--- src/rtl/core/nmea_rmc_position_extractor_top_assert.svh ---
// ----------------------------------------------------------------------------
// nmea_rmc_position_extractor_top_assert.svh
// Assertion macros for the NMEA RMC position extractor.
// ----------------------------------------------------------------------------
`ifndef NMEA_RMC_POSITION_EXTRACTOR_TOP_ASSERT_SVH
`define NMEA_RMC_POSITION_EXTRACTOR_TOP_ASSERT_SVH

// Same-cycle implication, checked on every rising clock edge outside reset
`define NRPE_ASSERT_NOW(label, ante, cons, msg) \
  label: assert property (@(posedge clk) disable iff (rst) (ante) |-> (cons)) \
    else $error(msg);

// Next-cycle implication, checked on every rising clock edge outside reset
`define NRPE_ASSERT_NEXT(label, ante, cons, msg) \
  label: assert property (@(posedge clk) disable iff (rst) (ante) |=> (cons)) \
    else $error(msg);

`endif

--- src/rtl/core/nrpe_pkg.sv ---
// ----------------------------------------------------------------------------
// nrpe_pkg
// Types and constants shared by the NMEA RMC position extractor.
// ----------------------------------------------------------------------------
package nrpe_pkg;

  // Result word kinds
  typedef enum logic [2:0] {
    KIND_LAT      = 3'd0,
    KIND_LAT_HEMI = 3'd1,
    KIND_LON      = 3'd2,
    KIND_LON_HEMI = 3'd3,
    KIND_END      = 3'd4
  } kind_t;

  // Register map (word index = paddr[2])
  localparam logic REG_LAT_INDEX = 1'b0;
  localparam logic REG_LIMIT     = 1'b1;

  localparam logic [3:0] LAT_INDEX_RESET = 4'd4;
  localparam logic [7:0] LIMIT_RESET     = 8'd100;

  // Characters of interest
  localparam logic [7:0] CH_DOLLAR  = 8'h24;
  localparam logic [7:0] CH_COMMA   = 8'h2C;
  localparam logic [7:0] CH_NEWLINE = 8'h0A;
  localparam logic [7:0] CH_G       = 8'h47;

  // Sentence end needs more than this many kept bytes
  localparam logic [7:0] END_MIN_POS = 8'd6;

  localparam logic [2:0] HDR_LEN_M1 = 3'd4;
  localparam logic [3:0] FIELD_MAX  = 4'd15;

  // "GPRMC", indexed by match progress
  function automatic logic [7:0] hdr_char(input logic [2:0] idx);
    logic [7:0] ch;
    case (idx)
      3'd0:    ch = 8'h47; // G
      3'd1:    ch = 8'h50; // P
      3'd2:    ch = 8'h52; // R
      3'd3:    ch = 8'h4D; // M
      3'd4:    ch = 8'h43; // C
      default: ch = 8'h47;
    endcase
    return ch;
  endfunction

endpackage

--- src/rtl/core/nmea_rmc_position_extractor_top.sv ---
// ----------------------------------------------------------------------------
// nmea_rmc_position_extractor_top
// Parses an NMEA byte stream and emits the position-field characters of
// each sentence, plus at most one end word per sentence.
// ----------------------------------------------------------------------------
// Usage:
//   Input channel: in_valid / in_stall / rx_byte, one received byte per word.
//   Output channel: out_valid / out_stall / item_kind, item_char, sentence_ok.
//   A byte produces zero or one output word: a latitude, hemisphere,
//   longitude or east/west character, or a sentence end word whose
//   sentence_ok flag tells whether GPRMC and both coordinates were seen.
//   A byte passes the input register, then the result register, before its
//   word shows on out_valid. Throughput: one byte per cycle while in_stall is
//   low, set by the update of the sentence state between the two registers,
//   done once per byte.
//   When the receiver stalls, the result register holds its word; the
//   input register still moves on for bytes that give no word, and
//   in_stall rises only when a new word must wait for the held one.
//   Registers over the APB-style port: latitude field index at 0x0
//   (reset 4), sentence limit at 0x4 (reset 100). Write only while idle.
//   Synchronous reset restores both register values and resets the sentence
//   state and valid flags; the block is ready in the first cycle after reset.
// ----------------------------------------------------------------------------
module nmea_rmc_position_extractor_top (
  input  logic        clk,
  input  logic        rst,
  // input channel
  input  logic        in_valid,
  output logic        in_stall,
  input  logic [7:0]  rx_byte,
  // output channel
  output logic        out_valid,
  input  logic        out_stall,
  output logic [2:0]  item_kind,
  output logic [7:0]  item_char,
  output logic        sentence_ok,
  // configuration port
  input  logic        psel,
  input  logic        penable,
  input  logic        pwrite,
  input  logic [2:0]  paddr,
  input  logic [31:0] pwdata,
  output logic [31:0] prdata,
  output logic        pready
);

  `include "nmea_rmc_position_extractor_top_assert.svh"

  // Configuration registers
  logic [3:0] lat_index;
  logic [7:0] sent_limit;

  // Input register
  logic       in_full;
  logic [7:0] in_byte;

  // Sentence state
  logic [7:0] byte_pos;
  logic [3:0] field_num;
  logic [2:0] hdr_prog;
  logic       hdr_seen;
  logic       lat_present;
  logic       lon_present;
  logic       first_char;
  logic       waiting;

  logic [7:0] byte_pos_next;
  logic [3:0] field_num_next;
  logic [2:0] hdr_prog_next;
  logic       hdr_seen_next;
  logic       lat_present_next;
  logic       lon_present_next;
  logic       first_char_next;
  logic       waiting_next;

  // Per-byte decode
  logic                is_dollar;
  logic                skip;
  logic                keep;
  logic                have_char;
  logic                end_hit;
  logic                res_valid;
  nrpe_pkg::kind_t     res_kind;
  logic [7:0]          res_char;
  logic                res_ok;
  logic                adv;
  logic [4:0]          field;
  logic [4:0]          lat5;
  nrpe_pkg::kind_t     char_kind;

  // Base state after a possible restart
  logic [7:0] cur_pos;
  logic [3:0] cur_field;
  logic [2:0] cur_prog;
  logic       cur_seen;
  logic       cur_lat;
  logic       cur_lon;
  logic       cur_first;

  // --------------------------------------------------------------------------
  // Configuration port
  // --------------------------------------------------------------------------
  assign pready = 1'b1;

  always_ff @(posedge clk) begin
    if (rst) begin
      lat_index  <= nrpe_pkg::LAT_INDEX_RESET;
      sent_limit <= nrpe_pkg::LIMIT_RESET;
    end else if (psel && penable && pwrite && pready) begin
      case (paddr[2])
        nrpe_pkg::REG_LAT_INDEX: lat_index  <= pwdata[3:0];
        nrpe_pkg::REG_LIMIT:     sent_limit <= pwdata[7:0];
        default: ;
      endcase
    end
  end

  always_comb begin
    case (paddr[2])
      nrpe_pkg::REG_LAT_INDEX: prdata = {28'd0, lat_index};
      nrpe_pkg::REG_LIMIT:     prdata = {24'd0, sent_limit};
      default:                 prdata = 32'd0;
    endcase
  end

  // --------------------------------------------------------------------------
  // Handshake: the input register moves on unless it must hand a word to a
  // full, stalled result register
  // --------------------------------------------------------------------------
  assign adv      = in_full && (!res_valid || !out_valid || !out_stall);
  assign in_stall = in_full && !adv;

  always_ff @(posedge clk) begin
    if (rst) begin
      in_full <= 1'b0;
    end else if (in_valid && !in_stall) begin
      in_full <= 1'b1;
    end else if (adv) begin
      in_full <= 1'b0;
    end
  end

  always_ff @(posedge clk) begin
    if (in_valid && !in_stall) begin
      in_byte <= rx_byte;
    end
  end

  // --------------------------------------------------------------------------
  // Sentence parse for the byte in the input register
  // --------------------------------------------------------------------------
  always_comb begin
    is_dollar = (in_byte == nrpe_pkg::CH_DOLLAR);
    skip      = !is_dollar && waiting;

    // a '$' restarts the sentence before the byte itself is handled
    cur_pos   = is_dollar ? 8'd0 : byte_pos;
    cur_field = is_dollar ? 4'd0 : field_num;
    cur_prog  = is_dollar ? 3'd0 : hdr_prog;
    cur_seen  = is_dollar ? 1'b0 : hdr_seen;
    cur_lat   = is_dollar ? 1'b0 : lat_present;
    cur_lon   = is_dollar ? 1'b0 : lon_present;
    cur_first = is_dollar ? 1'b1 : first_char;

    keep  = !skip && (({1'b0, cur_pos} + 9'd1) < {1'b0, sent_limit});
    field = {1'b0, cur_field} + 5'd1;
    lat5  = {1'b0, lat_index};

    byte_pos_next    = keep ? (cur_pos + 8'd1) : cur_pos;
    field_num_next   = cur_field;
    hdr_prog_next    = cur_prog;
    hdr_seen_next    = cur_seen;
    first_char_next  = cur_first;
    have_char        = 1'b0;
    char_kind        = nrpe_pkg::KIND_LAT;

    if (keep) begin
      // header search
      if (in_byte == nrpe_pkg::hdr_char(cur_prog)) begin
        if (cur_prog == nrpe_pkg::HDR_LEN_M1) begin
          hdr_seen_next = 1'b1;
          hdr_prog_next = 3'd0;
        end else begin
          hdr_prog_next = cur_prog + 3'd1;
        end
      end else begin
        hdr_prog_next = (in_byte == nrpe_pkg::CH_G) ? 3'd1 : 3'd0;
      end

      // field numbering and character capture
      if (in_byte == nrpe_pkg::CH_COMMA) begin
        if (cur_field != nrpe_pkg::FIELD_MAX) begin
          field_num_next = cur_field + 4'd1;
        end
        first_char_next = 1'b1;
      end else begin
        if (lat5 != 5'd0) begin
          if (field == lat5) begin
            have_char = 1'b1;
            char_kind = nrpe_pkg::KIND_LAT;
          end else if (field == lat5 + 5'd1 && cur_first) begin
            have_char = 1'b1;
            char_kind = nrpe_pkg::KIND_LAT_HEMI;
          end else if (field == lat5 + 5'd2) begin
            have_char = 1'b1;
            char_kind = nrpe_pkg::KIND_LON;
          end else if (field == lat5 + 5'd3 && cur_first) begin
            have_char = 1'b1;
            char_kind = nrpe_pkg::KIND_LON_HEMI;
          end
        end
        first_char_next = 1'b0;
      end
    end

    // sentence end replaces any character word
    end_hit = !skip && (in_byte == nrpe_pkg::CH_NEWLINE) &&
              (byte_pos_next > nrpe_pkg::END_MIN_POS);

    lat_present_next = cur_lat;
    lon_present_next = cur_lon;
    waiting_next     = is_dollar ? 1'b0 : waiting;
    if (end_hit) begin
      waiting_next = 1'b1;
    end else if (have_char) begin
      if (char_kind == nrpe_pkg::KIND_LAT) lat_present_next = 1'b1;
      if (char_kind == nrpe_pkg::KIND_LON) lon_present_next = 1'b1;
    end

    res_valid = end_hit || have_char;
    res_kind  = end_hit ? nrpe_pkg::KIND_END : char_kind;
    res_char  = end_hit ? 8'd0 : in_byte;
    res_ok    = end_hit && hdr_seen_next && cur_lat && cur_lon;
  end

  // State update for each byte taken from the input register, except bytes skipped while waiting for '$'
  always_ff @(posedge clk) begin
    if (rst) begin
      byte_pos    <= 8'd0;
      field_num   <= 4'd0;
      hdr_prog    <= 3'd0;
      hdr_seen    <= 1'b0;
      lat_present <= 1'b0;
      lon_present <= 1'b0;
      first_char  <= 1'b1;
      waiting     <= 1'b0;
    end else if (adv && !skip) begin
      byte_pos    <= byte_pos_next;
      field_num   <= field_num_next;
      hdr_prog    <= hdr_prog_next;
      hdr_seen    <= hdr_seen_next;
      lat_present <= lat_present_next;
      lon_present <= lon_present_next;
      first_char  <= first_char_next;
      waiting     <= waiting_next;
    end
  end

  // --------------------------------------------------------------------------
  // Result register
  // --------------------------------------------------------------------------
  always_ff @(posedge clk) begin
    if (rst) begin
      out_valid <= 1'b0;
    end else if (adv && res_valid) begin
      out_valid <= 1'b1;
    end else if (!out_stall) begin
      out_valid <= 1'b0;
    end
  end

  always_ff @(posedge clk) begin
    if (adv && res_valid) begin
      item_kind   <= res_kind;
      item_char   <= res_char;
      sentence_ok <= res_ok;
    end
  end

  // --------------------------------------------------------------------------
  // Assertions
  // --------------------------------------------------------------------------
  `NRPE_ASSERT_NEXT(a_end_sets_wait, adv && end_hit, waiting,
    "sentence end did not arm the wait for '$'")
  `NRPE_ASSERT_NOW(a_hdr_prog_range, 1'b1, hdr_prog <= nrpe_pkg::HDR_LEN_M1,
    "header match progress out of range")
  `NRPE_ASSERT_NOW(a_char_no_ok, out_valid && item_kind != nrpe_pkg::KIND_END,
    !sentence_ok, "character word carries sentence_ok")
  `NRPE_ASSERT_NEXT(a_wait_holds, adv && skip, $stable(byte_pos) && waiting,
    "ignored byte changed sentence state")

endmodule

--- config.mk ---
export PLATFORM = sky130hd
export DESIGN_NAME = nmea_rmc_position_extractor_top
export DESIGN_NICKNAME = d
export VERILOG_FILES = /design/src/rtl/core/nrpe_pkg.sv /design/src/rtl/core/nmea_rmc_position_extractor_top.sv
export VERILOG_INCLUDE_DIRS = /design/src /design/src/rtl/core
export SDC_FILE = /design/constraint.sdc
export NUM_CORES = 1
export LEC_CHECK = 0
export ABC_AREA = 1
export BUFFER_PORTS_ARGS = -buffer_cell sky130_fd_sc_hd__buf_2
export CELL_PAD_IN_SITES_DETAIL_PLACEMENT = 1
export CELL_PAD_IN_SITES_GLOBAL_PLACEMENT = 1
export CORE_UTILIZATION = 34
export DETAILED_ROUTE_END_ITERATION = 10
export HOLD_SLACK_MARGIN = 0.12
export PLACE_DENSITY = 0.79
export SLEW_MARGIN = 20
export SYNTH_ARGS = -nofsm -noshare
export SYNTH_HDL_FRONTEND = slang
export SYNTH_SLANG_ARGS = --single-unit
export TNS_END_PERCENT = 10
--- constraint.sdc ---
create_clock -name clk -period 3.55 [get_ports clk]
set_input_delay 0.355 -clock clk [delete_from_list [all_inputs] [get_ports clk]]
set_output_delay 0.355 -clock clk [all_outputs]
set_load 0.02 [all_outputs]
==> results by stage, run 1 <==
Worst hold path:
- The min-delay analysis places its worst path in the category input pin to flip-flop.
- The cell depth of the worst hold path is 1.

Timing:
- The max-slew violation count is 0.
- The smallest setup slack after layout is -571.5 ps.
- The count of endpoints failing hold in the final timing report is 0.
- The worst pin sits at a relative slew slack of 0.4241.
- The peak clock frequency supported by timing is 0.2426 GHz.
- Setup repair after global routing could not meet its margin everywhere.
- The final-layout worst hold slack is 198.0 ps.
- The final setup skew is 13.67 ps.
- After layout, the minimum clock period comes to 4121 ps.
- The final critical-path share of the clock period is 1.161.
- The slew at the pin with the worst max-slew slack is 858.6 ps.
- The number of failing setup endpoints in the final timing report is 43.

Worst setup path:
- The depth of the worst register-to-register path is 30.
- The critical path class is flip-flop to flip-flop.
- The most frequent cell on the critical path is sky130_fd_sc_hd__nand2_4.
- Along the worst path, the maximum fanout reaches 6.
- STA puts the critical path data arrival time at between 4000 and 5000 ps.
- STA classifies the critical path startpoint as a flip-flop.
- The type of element capturing the critical path is a flip-flop.
- The largest stage delay on the critical path is 450 ps.
- STA puts the critical path data required time at 3800 ps.
- The slowest stage of the critical path belongs to the cell sky130_fd_sc_hd__edfxtp_1.

Finish:
- In the layout the commonest cells are sky130_fd_sc_hd__nand2_1, sky130_fd_sc_hd__inv_1, sky130_fd_sc_hd__buf_4.
- The layout-stage area growth over the synthesis result is 35.93%.
- In the final layout, the multi-input gates occupy 0.002273 sq mm.
- The number of antenna repair diodes is 0.
- The commonest non-fill, non-tap cell in the layout is sky130_fd_sc_hd__nand2_1.
- The net count of the finished layout is 720.
- Summing all flip-flop and latch instances after layout gives roughly 0.0013 sq mm.
- The number of filler cells placed in the layout is about 1.4k.
- Of the cells placed in the final design, the portion with a size suffix greater than 1 is 0.3384.

Global routing:
- The first global-routing pass estimated 19.24 mm of wire.
- Entering global routing, the biggest net connects 28 pins.
- The overall routing resource usage is 0.2147.
- After global routing the overflow that remains totals 0.
- The initial antenna violation count was 0.
- The via count of the first global-routing pass is 4,019.

Floorplanning:
- The die is ~110 microns wide.
- The die covers 0.01157 sq mm.
- The die is 107.6 microns tall.
- The row count is 38.
- The initial utilization of the core area, before any placement, comes to 0.3495.
- The placeable core region is 0.01084 sq mm.
- In this run the count of I/O pins placed on the die edge is 97.

Clock tree:
- After clock tree synthesis, the flow added hold-fix buffers numbering 0.
- For this design, the sink count on the clock tree is between 50 and 60.
- Clock latency on the worst-skew pair, taken at its later pin, is 330 ps.
- TritonCTS built the clock tree.
- Clock-pin slew was measured on the worst setup and hold paths at 110 ps.
- In this run, CTS created clock tree buffers numbering 5.
- The maximum level of the CTS H-tree is 2.
- The root buffer cell is sky130_fd_sc_hd__clkbuf_8.
- In this run the deepest clock path goes through 2 buffers.

Power and ir drop:
- Summed over all cells, the static leakage comes to approximately 2.6 nW.
- The total power consumption of the routed design is ~1.6 mW.
- The cell area power density is 310.9 mW/mm^2.
- The peak supply drop is between 0.00015 and 0.0002 V.

Yosys:
- The mean post-synth cell area is approximately 7.0 sq um.
- The flip-flop and latch count after synthesis is 54.
- Counting distinct cell types in the post-synthesis netlist gives 38.
- The synthesized instance count is 538.
- The post-synthesis instance area is between 0.003 and 0.004 sq mm.
- The sequential fraction of the synthesis area is 0.3382.
- During synthesis, Yosys emitted a total of 0 warnings.

Drt:
- The via total after detailed routing is 3,889.
- After detailed routing, the total wire length is 13.16 mm.
- Using the TritonRoute via totals, the vias-per-cell ratio works out to between 4 and 5.
- The detailed-route wire length per cell is 16.60 microns.
- After detailed routing, the number of remaining DRC violations is 0.
- Before antenna repair, the detailed router went through 6 iterations.
- The number of routed nets with antenna violations is 0.
- The number of DRC markers in iteration 0 is 163.

Placement:
- The count of port buffers added during placement is 45.
- The congestion estimate from routability-driven global placement came to 0.8194.
- The HPWL reported at the end of detailed placement is 7.801 mm.

Outcome:
- The final reports fail on negative setup slack.
- The run finished, with violations left.

Run:
- Max-cap violations in this run came to 0.
final cells by class:
type	instances	area share
Clock inverter	2	0.002672
Timing Repair Buffer	128	0.1878
Inverter	93	0.07119
Sequential cell	54	0.2488
Clock buffer	6	0.01409
Tap cell	140	0.03401
Multi-Input combinational cell	370	0.4414
worst paths after layout:
check	start	endpoint	slack, ps
hold reg to reg	in_byte[6]	item_char[6]	490
hold / removal	rx_byte[2]	in_byte[2]	200
setup reg to reg	in_byte[2]	byte_pos[4]	-570
setup / recovery	in_byte[2]	byte_pos[4]	-570
what timing repair did:
action	4_1_cts	5_1_grt
resized for setup	45	44
gates cloned	2	3
setup endpoints to repair	48	49
pin swaps	25	34
buffers inserted	38	7
routing by layer:
metal | track usage | part of all wire
met5 | 0 | 0
met1 | 0.2330 | 0.39
met2 | 0.4071 | 0.52
met3 | 0.03390 | 0.048
met4 | 0.09198 | 0.041
flip-flops by register name, summed over array words and instances (netlist names):
register and flops:
in_full 1, in_byte 8, hdr_seen 1, item_kind 3
sentence_ok 1, sent_limit 8, hdr_prog 3, lon_present 1
first_char 1, field_num 4, byte_pos 8, item_char 8
lat_index 4, waiting 1, lat_present 1, out_valid 1
cells by family (layout without fill, tap and decap cells):
group                      count (synthesis)  count (layout)  synth area share
AOI/OAI and AO/OA                         51              51           0.07167
and+or+nand+nor                          250             251            0.3022
DFF                                       54              54            0.3382
other                                      2              25          0.001982
adders and majority gates                 18              18           0.05945
buffers and inverters                    138             229            0.1688
xor gates and xnor gates                  25              25           0.05779
stage by stage:
| step | instance area, sq um | setup TNS [ps] | instances | worst slack (ps) | util |
|---|---|---|---|---|---|
| final | 5150 | -16740 | 793 | -571.5 | 0.4751 |
| after global routing | 5150 | -26610 | 793 | -781.7 | 0.4751 |
| after floorplan | 3921 | -301.9 | 561 | -29.29 | - |
| after global placement | 4329 | -4393 | 740 | -153.6 | 0.3994 |
| after CTS | 4886 | -9523 | 784 | -416.4 | 0.4507 |
| after detailed placement | 4329 | -10120 | 740 | -263.0 | 0.3994 |
cells in the mapped netlist (all sizes together):
cell type,count,share of area
a21oi,21,0.028
a22oi,1,0.0020
a32oi,1,0.0023
and3,1,0.0017
buf,33,0.064
clkbuf,12,0.012
clkinv,1,0.00099
conb,2,0.0020
dfxtp,34,0.18
edfxtp,20,0.16
ha,18,0.059
inv,92,0.092
nand2,123,0.14
nand3,28,0.042
nand3b,4,0.0079
nand4,19,0.033
nor2,67,0.069
nor2b,1,0.0017
nor3,4,0.0053
nor4,3,0.0050
o21ai,26,0.035
o31ai,1,0.0020
o41ai,1,0.0023
xnor2,7,0.016
xor2,18,0.042
worst max-delay path: cells and delay by family (launching register included):
kind            cells  cell delay [ps]
compound gates      1              130
xor+xnor            1              160
fa+ha+maj           2              430
buf+inv             7              890
flops               1              450
simple gates       19             1970
power breakdown:
part	internal (mW)	leakage, nW	switching (mW)
Clock	0.142	0.0456	0.228
Combinational	0.226	2.08	0.303
Sequential	0.675	0.472	0.0281
Power figures use the tool's default switching activity.
==> inputs of run 2 (changes only) <==
- CORE_UTILIZATION: 34 -> 25
- PLACE_DENSITY: 0.79 -> 0.59
- clock period: 3.55 -> 4 ns (I/O delays scaled with it)
==> results by stage, run 2 (synthesis gave the netlist of run 1 again) <==
Worst hold path:
- The worst hold path class is input pin to flip-flop (unchanged).
- The end point of the worst hold path is in_byte[7] (was in_byte[2]).
- The startpoint of the lowest-slack hold path is rx_byte[7] (was rx_byte[2]).
- The cell depth of the worst hold path is 1 (unchanged).

Finish:
- The fraction of layout cells with a size suffix above 1 is 0.2891 (was 0.3384).
- The net total in the final layout came to 693 (was 720).
- The non-filler instance count after layout was 810 (was 793).
- The number of filler cells placed in the layout is 1,816 (was 1,374).
- The number of antenna repair diodes is 0 (unchanged).
- The layout-stage area growth over the synthesis result was 31.94% (was 35.93%).
- Commonest cells after routing, fill and taps aside: sky130_fd_sc_hd__nand2_1, sky130_fd_sc_hd__inv_1, sky130_fd_sc_hd__nor2_1 (was sky130_fd_sc_hd__nand2_1, sky130_fd_sc_hd__inv_1, sky130_fd_sc_hd__buf_4).
- The commonest non-fill, non-tap cell in the layout is sky130_fd_sc_hd__nand2_1 (unchanged).

Clock tree:
- The maximum level of the CTS H-tree is 2 (unchanged).
- The clock latency on the worst-skew pair came to 300 ps (was 330 ps).
- The clock tree from TritonCTS is done (unchanged).
- The hold-fix buffer count after cts is 0 (unchanged).
- The clock slew seen by the registers of the worst setup and hold paths is 70 ps (was 110 ps).
- The root buffer cell is sky130_fd_sc_hd__clkbuf_16 (was sky130_fd_sc_hd__clkbuf_8).
- The maximum clock path buffer count is 2 (unchanged).
- The clock buffer count from CTS is 5 (unchanged).
- The number of sinks handled by clock tree synthesis is 54 (unchanged).

Floorplanning:
- The effective utilization at floorplan is 0.2587 (was 0.3495).
- The row count is 44 (was 38).
- The I/O pin total is 97 (unchanged).
- The die area came to 0.01565 sq mm (was 0.01157 sq mm).
- The die span in x is 125.1 microns (was 107.6 microns).
- The placeable core region is 0.01464 sq mm (was 0.01084 sq mm).
- The overall die height is 125.1 microns (was 107.6 microns).

Worst setup path:
- The peak fanout along the critical path came to 5 (was 6).
- The required time reported for the critical path endpoint is 3600 ps (was 3800 ps).
- The worst flop-to-flop path endpoint was byte_pos[5] (was byte_pos[4]).
- The type of element capturing the critical path is a primary output (was flip-flop).
- The most frequent cell on the critical path is sky130_fd_sc_hd__nand2_2 (was sky130_fd_sc_hd__nand2_4).
- The setup slack on the worst flop-to-flop path is 100 ps (was -570 ps).
- The critical path launch point type is a flip-flop (unchanged).
- The master of the slowest instance on the critical path is sky130_fd_sc_hd__edfxtp_1 (unchanged).
- The origin of the critical flop-to-flop path is in_byte[5] (was in_byte[2]).
- The largest stage delay on the critical path is 450 ps (about the same).
- The depth of the worst register-to-register path is 32 (was 30).
- The critical path class was flip-flop to primary output (was flip-flop to flip-flop).
- The critical path startpoint is in_byte[5] (was in_byte[2]).
- The data arrival at the endpoint of the critical path is 3600 ps (was 4370 ps).

Power and ir drop:
- The cell area power density is 297.2 mW/mm^2 (was 310.9 mW/mm^2).
- The static leakage is 2.497 nW (was 2.600 nW).
- The total power consumption of the routed design was 1.486 mW (was 1.601 mW).
- The peak supply drop came to 0.0002056 V (was 0.0001573 V).

Global routing:
- The global-route wire length before repair is 17.91 mm (was 19.24 mm).
- The initial antenna violation count came to 0 (unchanged).
- The overall routing resource usage was 0.1430 (was 0.2147).
- The total congestion overflow after global routing came to 0 (unchanged).
- The pin count of the biggest net entering global routing is 28 (unchanged).
- The via count of the first global-routing pass was 3,723 (was 4,019).

Outcome:
- Outcome: complete, but fails checks (unchanged).
- Failing checks: negative setup slack (unchanged).

Drt:
- The detailed-route wire length per cell was 13.76 microns (was 16.60 microns).
- The via total after detailed routing is 3,626 (was 3,889).
- The number of DRC markers in iteration 0 is 122 (was 163).
- The post-detailed-routing wire length is 11.15 mm (was 13.16 mm).
- The number of detailed-route iterations in the first pass is 6 (unchanged).
- The average vias per placed instance came to 4.477 (was 4.904).
- The number of routed nets with antenna violations is 0 (unchanged).
- The post-detailed-route DRC marker count is 0 (unchanged).

Placement:
- The post-place setup slack is -10.88 ps (was -263.0 ps).
- The cell total after placement is 769 (was 740).
- The routability congestion estimate from global placement came to 0.7674 (was 0.8194).
- The count of port buffers added during placement is 45 (unchanged).
- The HPWL reported at the end of detailed placement was 7.716 mm (was 7.801 mm).

Timing:
- The number of failing setup endpoints in the final timing report is 1 (was 43).
- The headroom to the max-slew limit was 0.4035 (was 0.4241).
- The max-slew violation count was 0 (unchanged).
- Unrepaired setup endpoints after global routing: yes (unchanged).
- The slew at the pin with the worst max-slew slack is 889.3 ps (was 858.6 ps).
- The final-layout worst hold slack is 271.8 ps (was 198.0 ps).
- The smallest setup slack after layout is -3.144 ps (was -571.5 ps).
- The shortest clock period the worst path allows after layout is 4003 ps.
- The count of endpoints failing hold in the final timing report is 0 (unchanged).
- The final setup skew is 4.170 ps (was 13.67 ps).
- The final critical-path share of the clock period is 1.001.
- The peak clock frequency supported by timing is between 0.2 and 0.25 GHz.

Run:
- The number of violations of the max-capacitance limit is 0 (unchanged).
## run 2: cell types whose count changed in the layout (fill, tap and decap cells not counted), moves of 3 or more
cell and change:
sky130_fd_sc_hd__o21ai_2 -3, sky130_fd_sc_hd__clkbuf_16 +3, sky130_fd_sc_hd__buf_12 +3, sky130_fd_sc_hd__nand2_1 +5
sky130_fd_sc_hd__clkbuf_8 -5, sky130_fd_sc_hd__buf_4 -28, sky130_fd_sc_hd__nand2_2 -3, sky130_fd_sc_hd__inv_1 +5
## run 2: layout make-up
class                      count  area, sq um  share of cell area
multi-input combinational    370         2232              0.4466
sequential                    54         1281              0.2563
timing repair buffer         101        754.5              0.1509
inverter                      93        356.6             0.07134
tap                          184        230.2             0.04606
clock buffer                   5        125.1             0.02503
clock inverter                 3        18.77            0.003755
## run 2: worst max-delay path by stage
stage | cells after the start | end | slack (ps)
floorplan | 30 | in_byte[0] | 150
global placement | 29 | in_stall | 30
detailed placement | 29 | in_stall | -10
CTS | 33 | byte_pos[5] | -60
global route | 28 | in_stall | -210
finish | 28 | in_stall | -3
## run 2: timing repair
| action | 4_1_cts | 5_1_grt |
|---|---|---|
| gates cloned | 1 | 0 |
| buffers inserted | 28 | 7 |
| resized for setup | 34 | 47 |
| hold endpoints to repair | 0 | 0 |
| pin swaps | 22 | 34 |
| setup endpoints to repair | 9 | 43 |
## run 2: metal layers
| layer | vias to the layer above | global-route usage | wire [microns] |
|---|---|---|---|
| met4 | 0 | 0.04089 | 110 |
| met5 | - | 0 | 0 |
| met1 | 1736 | 0.1742 | 5107 |
| met3 | 10 | 0.02867 | 390 |
| met2 | 70 | 0.2540 | 5537 |
| li1 | 1810 | - | - |
## run 2: worst max-delay path, delay by kind of cell (launching register included)
family / cells / cell delay, ps
DFF: 1 / 450
buffers and inverters: 6 / 460
and+or+nand+nor: 19 / 1700
xor gates and xnor gates: 1 / 240
adders and majority gates: 2 / 430
## run 2: where the power goes
group | internal [mW] | leakage, nW | switching (mW) | total (mW)
logic | 0.179 | 1.95 | 0.238 | 0.418
clock network | 0.233 | 0.0740 | 0.213 | 0.445
registers | 0.599 | 0.472 | 0.0232 | 0.622
total | 1.01 | 2.50 | 0.474 | 1.49
## run 2: metrics by stage
step                cell area (sq um)  TNS (ps)    util
finish                           4999    -3.144  0.3413
global route                     4999     -2419  0.3413
CTS                              4793    -129.0  0.3273
detailed placement               4273    -10.88  0.2918
global placement                 4273         0  0.2918
floorplan                        3875         0       -
